$ cat config.mk
export PLATFORM = sky130hd
export DESIGN_NAME = rate_limited_bearing_tracker
export DESIGN_NICKNAME = d
export VERILOG_FILES = /design/src/rtl/core/rlbt_pkg.sv /design/src/rtl/core/rate_limited_bearing_tracker.sv /design/src/rtl/core/rlbt_sequencer.sv /design/src/rtl/core/rlbt_datapath.sv
export SDC_FILE = /design/constraint.sdc
export NUM_CORES = 2
export LEC_CHECK = 0
export BUFFER_PORTS_ARGS = -buffer_cell sky130_fd_sc_hd__buf_2
export CAP_MARGIN = 40
export CELL_PAD_IN_SITES_DETAIL_PLACEMENT = 1
export CELL_PAD_IN_SITES_GLOBAL_PLACEMENT = 1
export CORE_UTILIZATION = 43
export CTS_BUF_LIST = sky130_fd_sc_hd__clkbuf_4
export DETAILED_ROUTE_END_ITERATION = 8
export MAX_ROUTING_LAYER = met4
export PLACE_DENSITY_LB_ADDON = 0.1
export SYNTH_ARGS = -nofsm -noshare
export SYNTH_HDL_FRONTEND = slang
export SYNTH_HIERARCHICAL = 1
export SYNTH_SLANG_ARGS = --single-unit
$ cat constraint.sdc
create_clock -name clock -period 12.1 [get_ports clock]
set_clock_uncertainty 0.05 [all_clocks]
set_input_delay 0.605 -clock clock [delete_from_list [all_inputs] [get_ports clock]]
set_output_delay 0.605 -clock clock [all_outputs]
set_load 0.03 [all_outputs]
$ cat src/rtl/core/rlbt_pkg.sv
// shared types, constants and microcode for the bearing tracker
// no dependencies; used by all rtl modules of the block
package rlbt_pkg;

   // item widths on the stream ports
   localparam int unsigned REQ_DATA_W = 80;
   localparam int unsigned RSP_DATA_W = 16;

   // cordic datapath width (covers 17-bit delta << 16 with growth)
   localparam int unsigned CORDIC_XW = 36;

   // arctan table: atan(2^-i) as a fraction of a turn, scaled by 2^32
   localparam int unsigned ATAN_LEN   = 24;
   localparam int unsigned ATAN_IDX_W = 5;
   localparam logic [31:0] ATAN_TURN32 [ATAN_LEN] = '{
      32'h20000000, 32'h12E4051E, 32'h09FB385B, 32'h051111D4,
      32'h028B0D43, 32'h0145D7E1, 32'h00A2F61E, 32'h00517C55,
      32'h0028BE53, 32'h00145F2F, 32'h000A2F98, 32'h000517CC,
      32'h00028BE6, 32'h000145F3, 32'h0000A2FA, 32'h0000517D,
      32'h000028BE, 32'h0000145F, 32'h00000A30, 32'h00000518,
      32'h0000028C, 32'h00000146, 32'h000000A3, 32'h00000051
   };

   // binary angles
   localparam logic [15:0] ANGLE_ZERO     = 16'd0;
   localparam logic [15:0] ANGLE_QUARTER  = 16'd16384;
   localparam logic [15:0] ANGLE_HALF     = 16'd32768;
   localparam logic [15:0] ANGLE_3QUARTER = 16'd49152;

   // turn rate after reset (about 250 degrees per second)
   localparam logic [15:0] TURN_RATE_RESET = 16'd45511;

   // microcode program counter
   localparam int unsigned PC_W      = 3;
   localparam int unsigned UCODE_LEN = 8;
   typedef logic [PC_W-1:0] pc_type;

   // datapath operations
   typedef enum logic [2:0] {
      OP_LOAD,
      OP_DELTA,
      OP_SETUP,
      OP_ROTATE,
      OP_ROUND,
      OP_DIFF,
      OP_UPDATE,
      OP_NOP
   } op_type;

   // sequencing conditions
   typedef enum logic [2:0] {
      COND_NEXT,
      COND_WAIT_IN,
      COND_WAIT_OUT,
      COND_IF_INVALID,
      COND_IF_AXIS,
      COND_IF_MORE,
      COND_ALWAYS
   } cond_type;

   typedef struct packed {
      op_type   op;
      cond_type cond;
      pc_type   target;
   } ctrl_word_type;

   // flags from the datapath to the sequencer
   typedef struct packed {
      logic target_invalid;
      logic on_axis;
      logic more_steps;
      logic out_busy;
   } dp_status_type;

   // program step addresses
   localparam pc_type STEP_LOAD   = 3'd0;
   localparam pc_type STEP_DELTA  = 3'd1;
   localparam pc_type STEP_SETUP  = 3'd2;
   localparam pc_type STEP_ROTATE = 3'd3;
   localparam pc_type STEP_ROUND  = 3'd4;
   localparam pc_type STEP_DIFF   = 3'd5;
   localparam pc_type STEP_UPDATE = 3'd6;
   localparam pc_type STEP_RETURN = 3'd7;

   // control program, one word per step
   localparam ctrl_word_type UCODE [UCODE_LEN] = '{
      '{OP_LOAD,   COND_WAIT_IN,    STEP_LOAD},
      '{OP_DELTA,  COND_IF_INVALID, STEP_UPDATE},
      '{OP_SETUP,  COND_IF_AXIS,    STEP_DIFF},
      '{OP_ROTATE, COND_IF_MORE,    STEP_ROTATE},
      '{OP_ROUND,  COND_NEXT,       STEP_DIFF},
      '{OP_DIFF,   COND_NEXT,       STEP_UPDATE},
      '{OP_UPDATE, COND_WAIT_OUT,   STEP_RETURN},
      '{OP_NOP,    COND_ALWAYS,     STEP_LOAD}
   };

endpackage

$ cat src/rtl/core/rate_limited_bearing_tracker.sv
// rate limited bearing tracker: one item in, one result out, cordic atan2 inside.
// steps per item: load, delta, setup, the cordic rotations, round, diff and update for an
// off-axis target; an axis target skips rotations and round, an invalid one goes from delta to update.
// one item at a time: the next item is taken only after the last has passed its update; the pace
// is set by the shift-add cordic loop; a waiting result does not block the next item until its update.
// reset: synchronous, heading 0, turn_rate 45511, no result pending.
module rate_limited_bearing_tracker #(
   parameter int unsigned ANGLE_BITS   = 16,
   parameter int unsigned CORDIC_STEPS = 16
) (
   input  logic                            clock,
   input  logic                            reset,
   input  logic                            req_tvalid,
   output logic                            req_tready,
   // own_x[15:0], own_y[31:16], target_x[47:32], target_y[63:48], time_step[79:64]
   input  logic [rlbt_pkg::REQ_DATA_W-1:0] req_tdata,
   // target_valid[0]
   input  logic                            req_tuser,
   output logic                            rsp_tvalid,
   input  logic                            rsp_tready,
   // heading[15:0]
   output logic [rlbt_pkg::RSP_DATA_W-1:0] rsp_tdata,
   // on_target[0]
   output logic                            rsp_tuser,
   input  logic                            csr_wr_en,
   input  logic [15:0]                     csr_wr_data
);
   import rlbt_pkg::*;

   ctrl_word_type ctrl;
   dp_status_type status;
   logic          op_fire;

   // item taken only in the load step, never while in reset
   assign req_tready = (ctrl.op == OP_LOAD) && !reset;

   rlbt_sequencer u_sequencer (
      .clock     (clock),
      .reset     (reset),
      .req_valid (req_tvalid),
      .status    (status),
      .ctrl      (ctrl),
      .op_fire   (op_fire)
   );

   rlbt_datapath #(
      .ANGLE_BITS   (ANGLE_BITS),
      .CORDIC_STEPS (CORDIC_STEPS)
   ) u_datapath (
      .clock       (clock),
      .reset       (reset),
      .op          (ctrl.op),
      .op_fire     (op_fire),
      .req_data    (req_tdata),
      .req_user    (req_tuser),
      .csr_wr_en   (csr_wr_en),
      .csr_wr_data (csr_wr_data),
      .rsp_ready   (rsp_tready),
      .status      (status),
      .rsp_valid   (rsp_tvalid),
      .rsp_data    (rsp_tdata),
      .rsp_user    (rsp_tuser)
   );

endmodule

$ cat src/rtl/core/rlbt_sequencer.sv
// microcode sequencer: step counter, control rom and jump logic
// depends on rlbt_pkg
module rlbt_sequencer (
   input  logic                   clock,
   input  logic                   reset,
   input  logic                   req_valid,
   input  rlbt_pkg::dp_status_type status,
   output rlbt_pkg::ctrl_word_type ctrl,
   output logic                   op_fire
);
   import rlbt_pkg::*;

   pc_type pc_ff;
   pc_type pc_in;
   logic   hold;
   logic   jump;

   // step counter
   always_ff @(posedge clock) begin
      if (reset) begin
         pc_ff <= STEP_LOAD;
      end else begin
         pc_ff <= pc_in;
      end
   end

   // fetch, condition test and next step
   always_comb begin
      ctrl = UCODE[pc_ff];
      hold = 1'b0;
      jump = 1'b0;
      case (ctrl.cond)
         COND_NEXT:       jump = 1'b0;
         COND_WAIT_IN:    hold = !req_valid;
         COND_WAIT_OUT:   hold = status.out_busy;
         COND_IF_INVALID: jump = status.target_invalid;
         COND_IF_AXIS:    jump = status.on_axis;
         COND_IF_MORE:    jump = status.more_steps;
         COND_ALWAYS:     jump = 1'b1;
         default:         jump = 1'b0;
      endcase
      op_fire = !hold;
      if (hold) begin
         pc_in = pc_ff;
      end else if (jump) begin
         pc_in = ctrl.target;
      end else begin
         pc_in = pc_type'(pc_ff + 1'b1);
      end
   end

endmodule

$ cat src/rtl/core/rlbt_datapath.sv
// datapath: input latch, cordic shift-add unit, turn limiter, result register
// depends on rlbt_pkg; driven by rlbt_sequencer
module rlbt_datapath #(
   parameter int unsigned ANGLE_BITS   = 16,
   parameter int unsigned CORDIC_STEPS = 16
) (
   input  logic                              clock,
   input  logic                              reset,
   input  rlbt_pkg::op_type                  op,
   input  logic                              op_fire,
   input  logic [rlbt_pkg::REQ_DATA_W-1:0]   req_data,
   input  logic                              req_user,
   input  logic                              csr_wr_en,
   input  logic [15:0]                       csr_wr_data,
   input  logic                              rsp_ready,
   output rlbt_pkg::dp_status_type           status,
   output logic                              rsp_valid,
   output logic [rlbt_pkg::RSP_DATA_W-1:0]   rsp_data,
   output logic                              rsp_user
);
   import rlbt_pkg::*;

   localparam int unsigned ITER_W = (CORDIC_STEPS > 1) ? $clog2(CORDIC_STEPS) : 1;
   localparam int unsigned RND_W  = ANGLE_BITS + 17;
   localparam logic [32:0] ATAN_ROUND = 33'd1 << (31 - ANGLE_BITS);
   localparam logic [ANGLE_BITS-1:0] Z_HALF = {1'b1, {(ANGLE_BITS-1){1'b0}}};
   localparam logic [ITER_W-1:0] ITER_LAST = ITER_W'(CORDIC_STEPS - 1);

   // latched item
   logic signed [15:0] own_x_ff, own_y_ff, target_x_ff, target_y_ff;
   logic               valid_ff;
   logic [15:0]        time_step_ff;

   // working registers
   logic signed [16:0]          dx_ff, dy_ff;
   logic [31:0]                 prod_ff;
   logic signed [CORDIC_XW-1:0] x_ff, y_ff, x_in, y_in;
   logic [ANGLE_BITS-1:0]       z_ff, z_in;
   logic [ITER_W-1:0]           iter_ff;
   logic [15:0]                 bear_ff, bear_in;
   logic [15:0]                 diff_ff, limit_ff;
   logic [15:0]                 head_ff, head_in;
   logic                        on_in;
   logic [15:0]                 turn_rate_ff;
   logic                        rsp_valid_ff;
   logic [15:0]                 rsp_heading_ff;
   logic                        rsp_on_ff;

   // cordic helpers
   logic signed [CORDIC_XW-1:0] x_init, xs, ys;
   logic [ATAN_IDX_W-1:0]       atan_idx;
   logic [32:0]                 atan_sum;
   logic [ANGLE_BITS-1:0]       atan_step;
   logic [RND_W-1:0]            z_wide;
   logic                        on_axis;
   logic [15:0]                 axis_bear;

   // turn limiter helpers
   logic        positive;
   logic [15:0] mag;

   // configuration register
   always_ff @(posedge clock) begin
      if (reset) begin
         turn_rate_ff <= TURN_RATE_RESET;
      end else if (csr_wr_en) begin
         turn_rate_ff <= csr_wr_data;
      end
   end

   // axis cases bypass the iteration
   always_comb begin
      on_axis = (dx_ff == 17'sd0) || (dy_ff == 17'sd0);
      if (dy_ff == 17'sd0) begin
         axis_bear = dx_ff[16] ? ANGLE_HALF : ANGLE_ZERO;
      end else begin
         axis_bear = dy_ff[16] ? ANGLE_3QUARTER : ANGLE_QUARTER;
      end
   end

   // one cordic vectoring step
   always_comb begin
      x_init    = {{(CORDIC_XW-33){dx_ff[16]}}, dx_ff, 16'h0000};
      xs        = x_ff >>> iter_ff;
      ys        = y_ff >>> iter_ff;
      atan_idx  = ATAN_IDX_W'(iter_ff);
      atan_sum  = {1'b0, ATAN_TURN32[atan_idx]} + ATAN_ROUND;
      atan_step = ANGLE_BITS'(atan_sum >> (32 - ANGLE_BITS));
      if (y_ff > 0) begin
         x_in = x_ff + ys;
         y_in = y_ff - xs;
         z_in = z_ff + atan_step;
      end else begin
         x_in = x_ff - ys;
         y_in = y_ff + xs;
         z_in = z_ff - atan_step;
      end
      z_wide  = {1'b0, z_ff, 16'h0000} + RND_W'(Z_HALF);
      bear_in = z_wide[ANGLE_BITS+15:ANGLE_BITS];
   end

   // signed difference, snap or step toward the bearing, hold the heading for an invalid target
   always_comb begin
      positive = (diff_ff != 16'd0) && (diff_ff <= ANGLE_HALF);
      mag      = positive ? diff_ff : 16'(~diff_ff + 16'd1);
      head_in  = head_ff;
      on_in    = 1'b0;
      if (valid_ff) begin
         if (mag < limit_ff) begin
            head_in = bear_ff;
            on_in   = 1'b1;
         end else if (diff_ff != 16'd0) begin
            head_in = positive ? 16'(head_ff + limit_ff) : 16'(head_ff - limit_ff);
         end
      end
   end

   // heading state
   always_ff @(posedge clock) begin
      if (reset) begin
         head_ff <= 16'd0;
      end else if (op_fire && (op == OP_UPDATE)) begin
         head_ff <= head_in;
      end
   end

   // working registers, one operation per step
   always_ff @(posedge clock) begin
      if (op_fire) begin
         case (op)
            OP_LOAD: begin
               own_x_ff     <= req_data[15:0];
               own_y_ff     <= req_data[31:16];
               target_x_ff  <= req_data[47:32];
               target_y_ff  <= req_data[63:48];
               time_step_ff <= req_data[79:64];
               valid_ff     <= req_user;
            end
            OP_DELTA: begin
               dx_ff   <= 17'(target_x_ff) - 17'(own_x_ff);
               dy_ff   <= 17'(target_y_ff) - 17'(own_y_ff);
               prod_ff <= turn_rate_ff * time_step_ff;
            end
            OP_SETUP: begin
               iter_ff <= '0;
               if (on_axis) begin
                  bear_ff <= axis_bear;
               end else if (dx_ff[16]) begin
                  x_ff <= -x_init;
                  y_ff <= -{{(CORDIC_XW-33){dy_ff[16]}}, dy_ff, 16'h0000};
                  z_ff <= Z_HALF;
               end else begin
                  x_ff <= x_init;
                  y_ff <= {{(CORDIC_XW-33){dy_ff[16]}}, dy_ff, 16'h0000};
                  z_ff <= '0;
               end
            end
            OP_ROTATE: begin
               x_ff    <= x_in;
               y_ff    <= y_in;
               z_ff    <= z_in;
               iter_ff <= ITER_W'(iter_ff + 1'b1);
            end
            OP_ROUND: begin
               bear_ff <= bear_in;
            end
            OP_DIFF: begin
               diff_ff  <= 16'(bear_ff - head_ff);
               limit_ff <= (prod_ff[31:16] > ANGLE_HALF) ? ANGLE_HALF : prod_ff[31:16];
            end
            default: begin
               valid_ff <= valid_ff;
            end
         endcase
      end
   end

   // result register
   always_ff @(posedge clock) begin
      if (reset) begin
         rsp_valid_ff <= 1'b0;
      end else if (op_fire && (op == OP_UPDATE)) begin
         rsp_valid_ff <= 1'b1;
      end else if (rsp_ready) begin
         rsp_valid_ff <= 1'b0;
      end
   end

   always_ff @(posedge clock) begin
      if (op_fire && (op == OP_UPDATE)) begin
         rsp_heading_ff <= head_in;
         rsp_on_ff      <= on_in;
      end
   end

   // status to the sequencer and outputs
   always_comb begin
      status.target_invalid = !valid_ff;
      status.on_axis        = on_axis;
      status.more_steps     = (iter_ff != ITER_LAST);
      status.out_busy       = rsp_valid_ff && !rsp_ready;
      rsp_valid             = rsp_valid_ff;
      rsp_data              = rsp_heading_ff;
      rsp_user              = rsp_on_ff;
   end

endmodule

==> results.md <==
- Status: complete, no violations
- Worst EP required: 12.69 ns
- Critical Path AT: 8.19 ns
- Synth Area per Inst: 9.42 um^2
- Critical path startpoint category: register
- Post-DP HPWL: 81400 um
- H-tree depth: 3
- Die area: 80600 um^2
- Commonest non-fill, non-tap cell in the layout: inv_1
- Reg-to-reg endpoint: u_datapath/prod_ff[31]$_DFFE_PP_
- Final core utilization: 0.482
- Syn nets: 4211
- Peak Freq: 0.132 GHz
- Number of remaining DRC errors: 0
- Cell mode on critical path: fa_1
- Worst r2r src: u_datapath/turn_rate_ff[10]$_SDFFE_PP0P_
- Worst Tran Pin Value: 0.963 ns
- Final Non-Filler Cells: 4965
- # clock sinks: 324
- Setup ws final: 4.51 ns
- First-pass GRT wire length: 168000 um
- CP Launch Point: u_datapath/turn_rate_ff[10]$_SDFFE_PP0P_
- Max Cap Viol: 0
- R2r setup slk: 4.51 ns
- Tcrit/Tclk final: 0.628
- Drt pass-1 iters: 5
- Cells along the critical path: nand2_1, fa_1, fa_1, fa_1, inv_1, fa_1, fa_1, inv_1, fa_1, inv_1, ha_1, a211oi_1, o211ai_1, a2111oi_0, o21ai_0, a311oi_1, o21ai_0, o21a_1, o21a_1, nor2_1, xnor2_1
- End of the critical path: u_datapath/prod_ff[31]$_DFFE_PP_
- Most frequent cells in the layout: inv_1, nand2_1, edfxtp_1, ha_1, nor2_1
- Drt via density: 5.65
- Starting Density: 0.433
- Setup CP Type: register to register
- Hold Crit Class: input pin to register
- Cts repair resizes: 0
- Initial drt markers: 1601
- Mapped Area: 34200 um^2
- Setup violations, final: 0
- Initial antenna violation count: 6
- RSZ-0062 raised after global routing: no
- Slew Viols, Final: 0
- Grt ovf: 0
- Pre-CTS WS: 4.52 ns
- Period minus WS final: 7.59 ns
- P&R area growth vs syn: 11.2%
- Number of global-route vias before repair: 30100
- Clk pin slew, worst setup/hold paths: 0.07 ns
- Final Hold Vio Count: 0
- Worst path depth: 21
- GRT Overall Usage: 0.272
- Total CTS buffers: 97
- Worst path bufs/invs: 3
- Die W: 284 um
- Reg2reg path depth: 21
- CTS tree: yes
- DP Cell Count: 4689
- Share of cells above drive strength 1: 0.116
- Synthesized instance count: 3628
- Row count: 103
- Clock root cell: clkbuf_4
- Core Box Area: 78900 um^2
- IO Count: 121
- Detail Route Antenna Nets: 0
- Slowest cell on crit path: dfxtp_1
- Yosys warns: 6
- Slew headroom: 0.352
- Via count: 28100
- DR WL/cell: 21.4 um
- CP Capture Type: register
- Nets: 4419
- GP Congestion: 0.906
- Largest delay share family, worst path: adder cells
- WL final: 106000 um
- CP peak stage delay: 0.91 ns
- Maximum buffer depth of the clock tree: 3
- Total Neg Setup Slack: 0 ns
- Port buffer count: 120
- Die outline height: 284 um
- Skew-Pair Late Insertion Delay: 0.90 ns
- Largest fanout on the critical path: 17
- FILL cells: 9084
- Pin count of the biggest net entering global routing: 84
## worst register-to-register path, cell delays in order, from the launching register on
cell and delay [ns]:
dfxtp_1 0.91, nand2_1 0.22, fa_1 0.62, fa_1 0.44, fa_1 0.52, inv_1 0.05, fa_1 0.46, fa_1 0.55
inv_1 0.05, fa_1 0.58, inv_1 0.08, ha_1 0.32, a211oi_1 0.24, o211ai_1 0.13, a2111oi_0 0.55, o21ai_0 0.29
a311oi_1 0.47, o21ai_0 0.21, o21a_1 0.22, o21a_1 0.19, nor2_1 0.11, xnor2_1 0.07
## worst min-delay path by stage
stage                                               endpoint                                from  cells past startpoint
final                      u_datapath/rsp_valid$_SDFFE_PP0P_                          rsp_tready                      3
after detailed placement  u_datapath/head_ff[3]$_SDFFE_PP0P_  u_datapath/head_ff[3]$_SDFFE_PP0P_                      2
after global routing       u_datapath/rsp_valid$_SDFFE_PP0P_                          rsp_tready                      3
after floorplan           u_datapath/head_ff[2]$_SDFFE_PP0P_  u_datapath/head_ff[2]$_SDFFE_PP0P_                      2
after global placement    u_datapath/head_ff[4]$_SDFFE_PP0P_  u_datapath/head_ff[4]$_SDFFE_PP0P_                      2
after CTS                  u_datapath/rsp_valid$_SDFFE_PP0P_                          rsp_tready                      3
## what timing repair did
item	CTS	global route
setup buffers	0	0
hold buffers	97	0
setup endpoints to repair	0	0
hold endpoints to repair	97	0
## per-layer routing
layer	part of all wire	vias to the layer above	routed length (um)	global-route usage
met5	0	-	0	-
met4	0.029	0	3090	0.0851
met3	0.049	194	5180	0.0420
met2	0.46	650	49100	0.431
met1	0.46	14000	48800	0.356
li1	-	13200	-	-
## sequential cells by signal, summed over array words and instances (netlist names), 16 cells and up
signal	flops
u_datapath/x_ff	36
u_datapath/y_ff	36
u_datapath/dx_ff	17
u_datapath/dy_ff	17
u_datapath/bear_ff	16
u_datapath/diff_ff	16
u_datapath/head_ff	16
u_datapath/limit_ff	16
u_datapath/own_x_ff	16
u_datapath/own_y_ff	16
u_datapath/prod_ff	16
u_datapath/rsp_data	16
u_datapath/target_x_ff	16
u_datapath/target_y_ff	16
u_datapath/time_step_ff	16
u_datapath/turn_rate_ff	16
u_datapath/z_ff	16
## per-stage QoR
stage          instance area, um^2  hold slack, ns
6_report                     38000           0.193
3_3_place_gp                 35700           0.416
4_1_cts                      38000          0.0883
2_1_floorplan                34200           0.404
5_1_grt                      38000           0.108
3_5_place_dp                 35800           0.439
## cell type report
cell class	instances	area [um^2]	share of cell area
multi-input combinational	2788	22800	0.601
sequential	324	9370	0.246
timing repair buffer	251	1870	0.0492
inverter	374	1400	0.0369
tap	1050	1310	0.0346
clock buffer	137	1030	0.0270
clock inverter	34	176	0.00464
antenna	7	17.5	0.000461
Power is left out: the tool's default activity adds up to more than one toggle a clock period on the data nets, which glitch-free logic cannot reach.
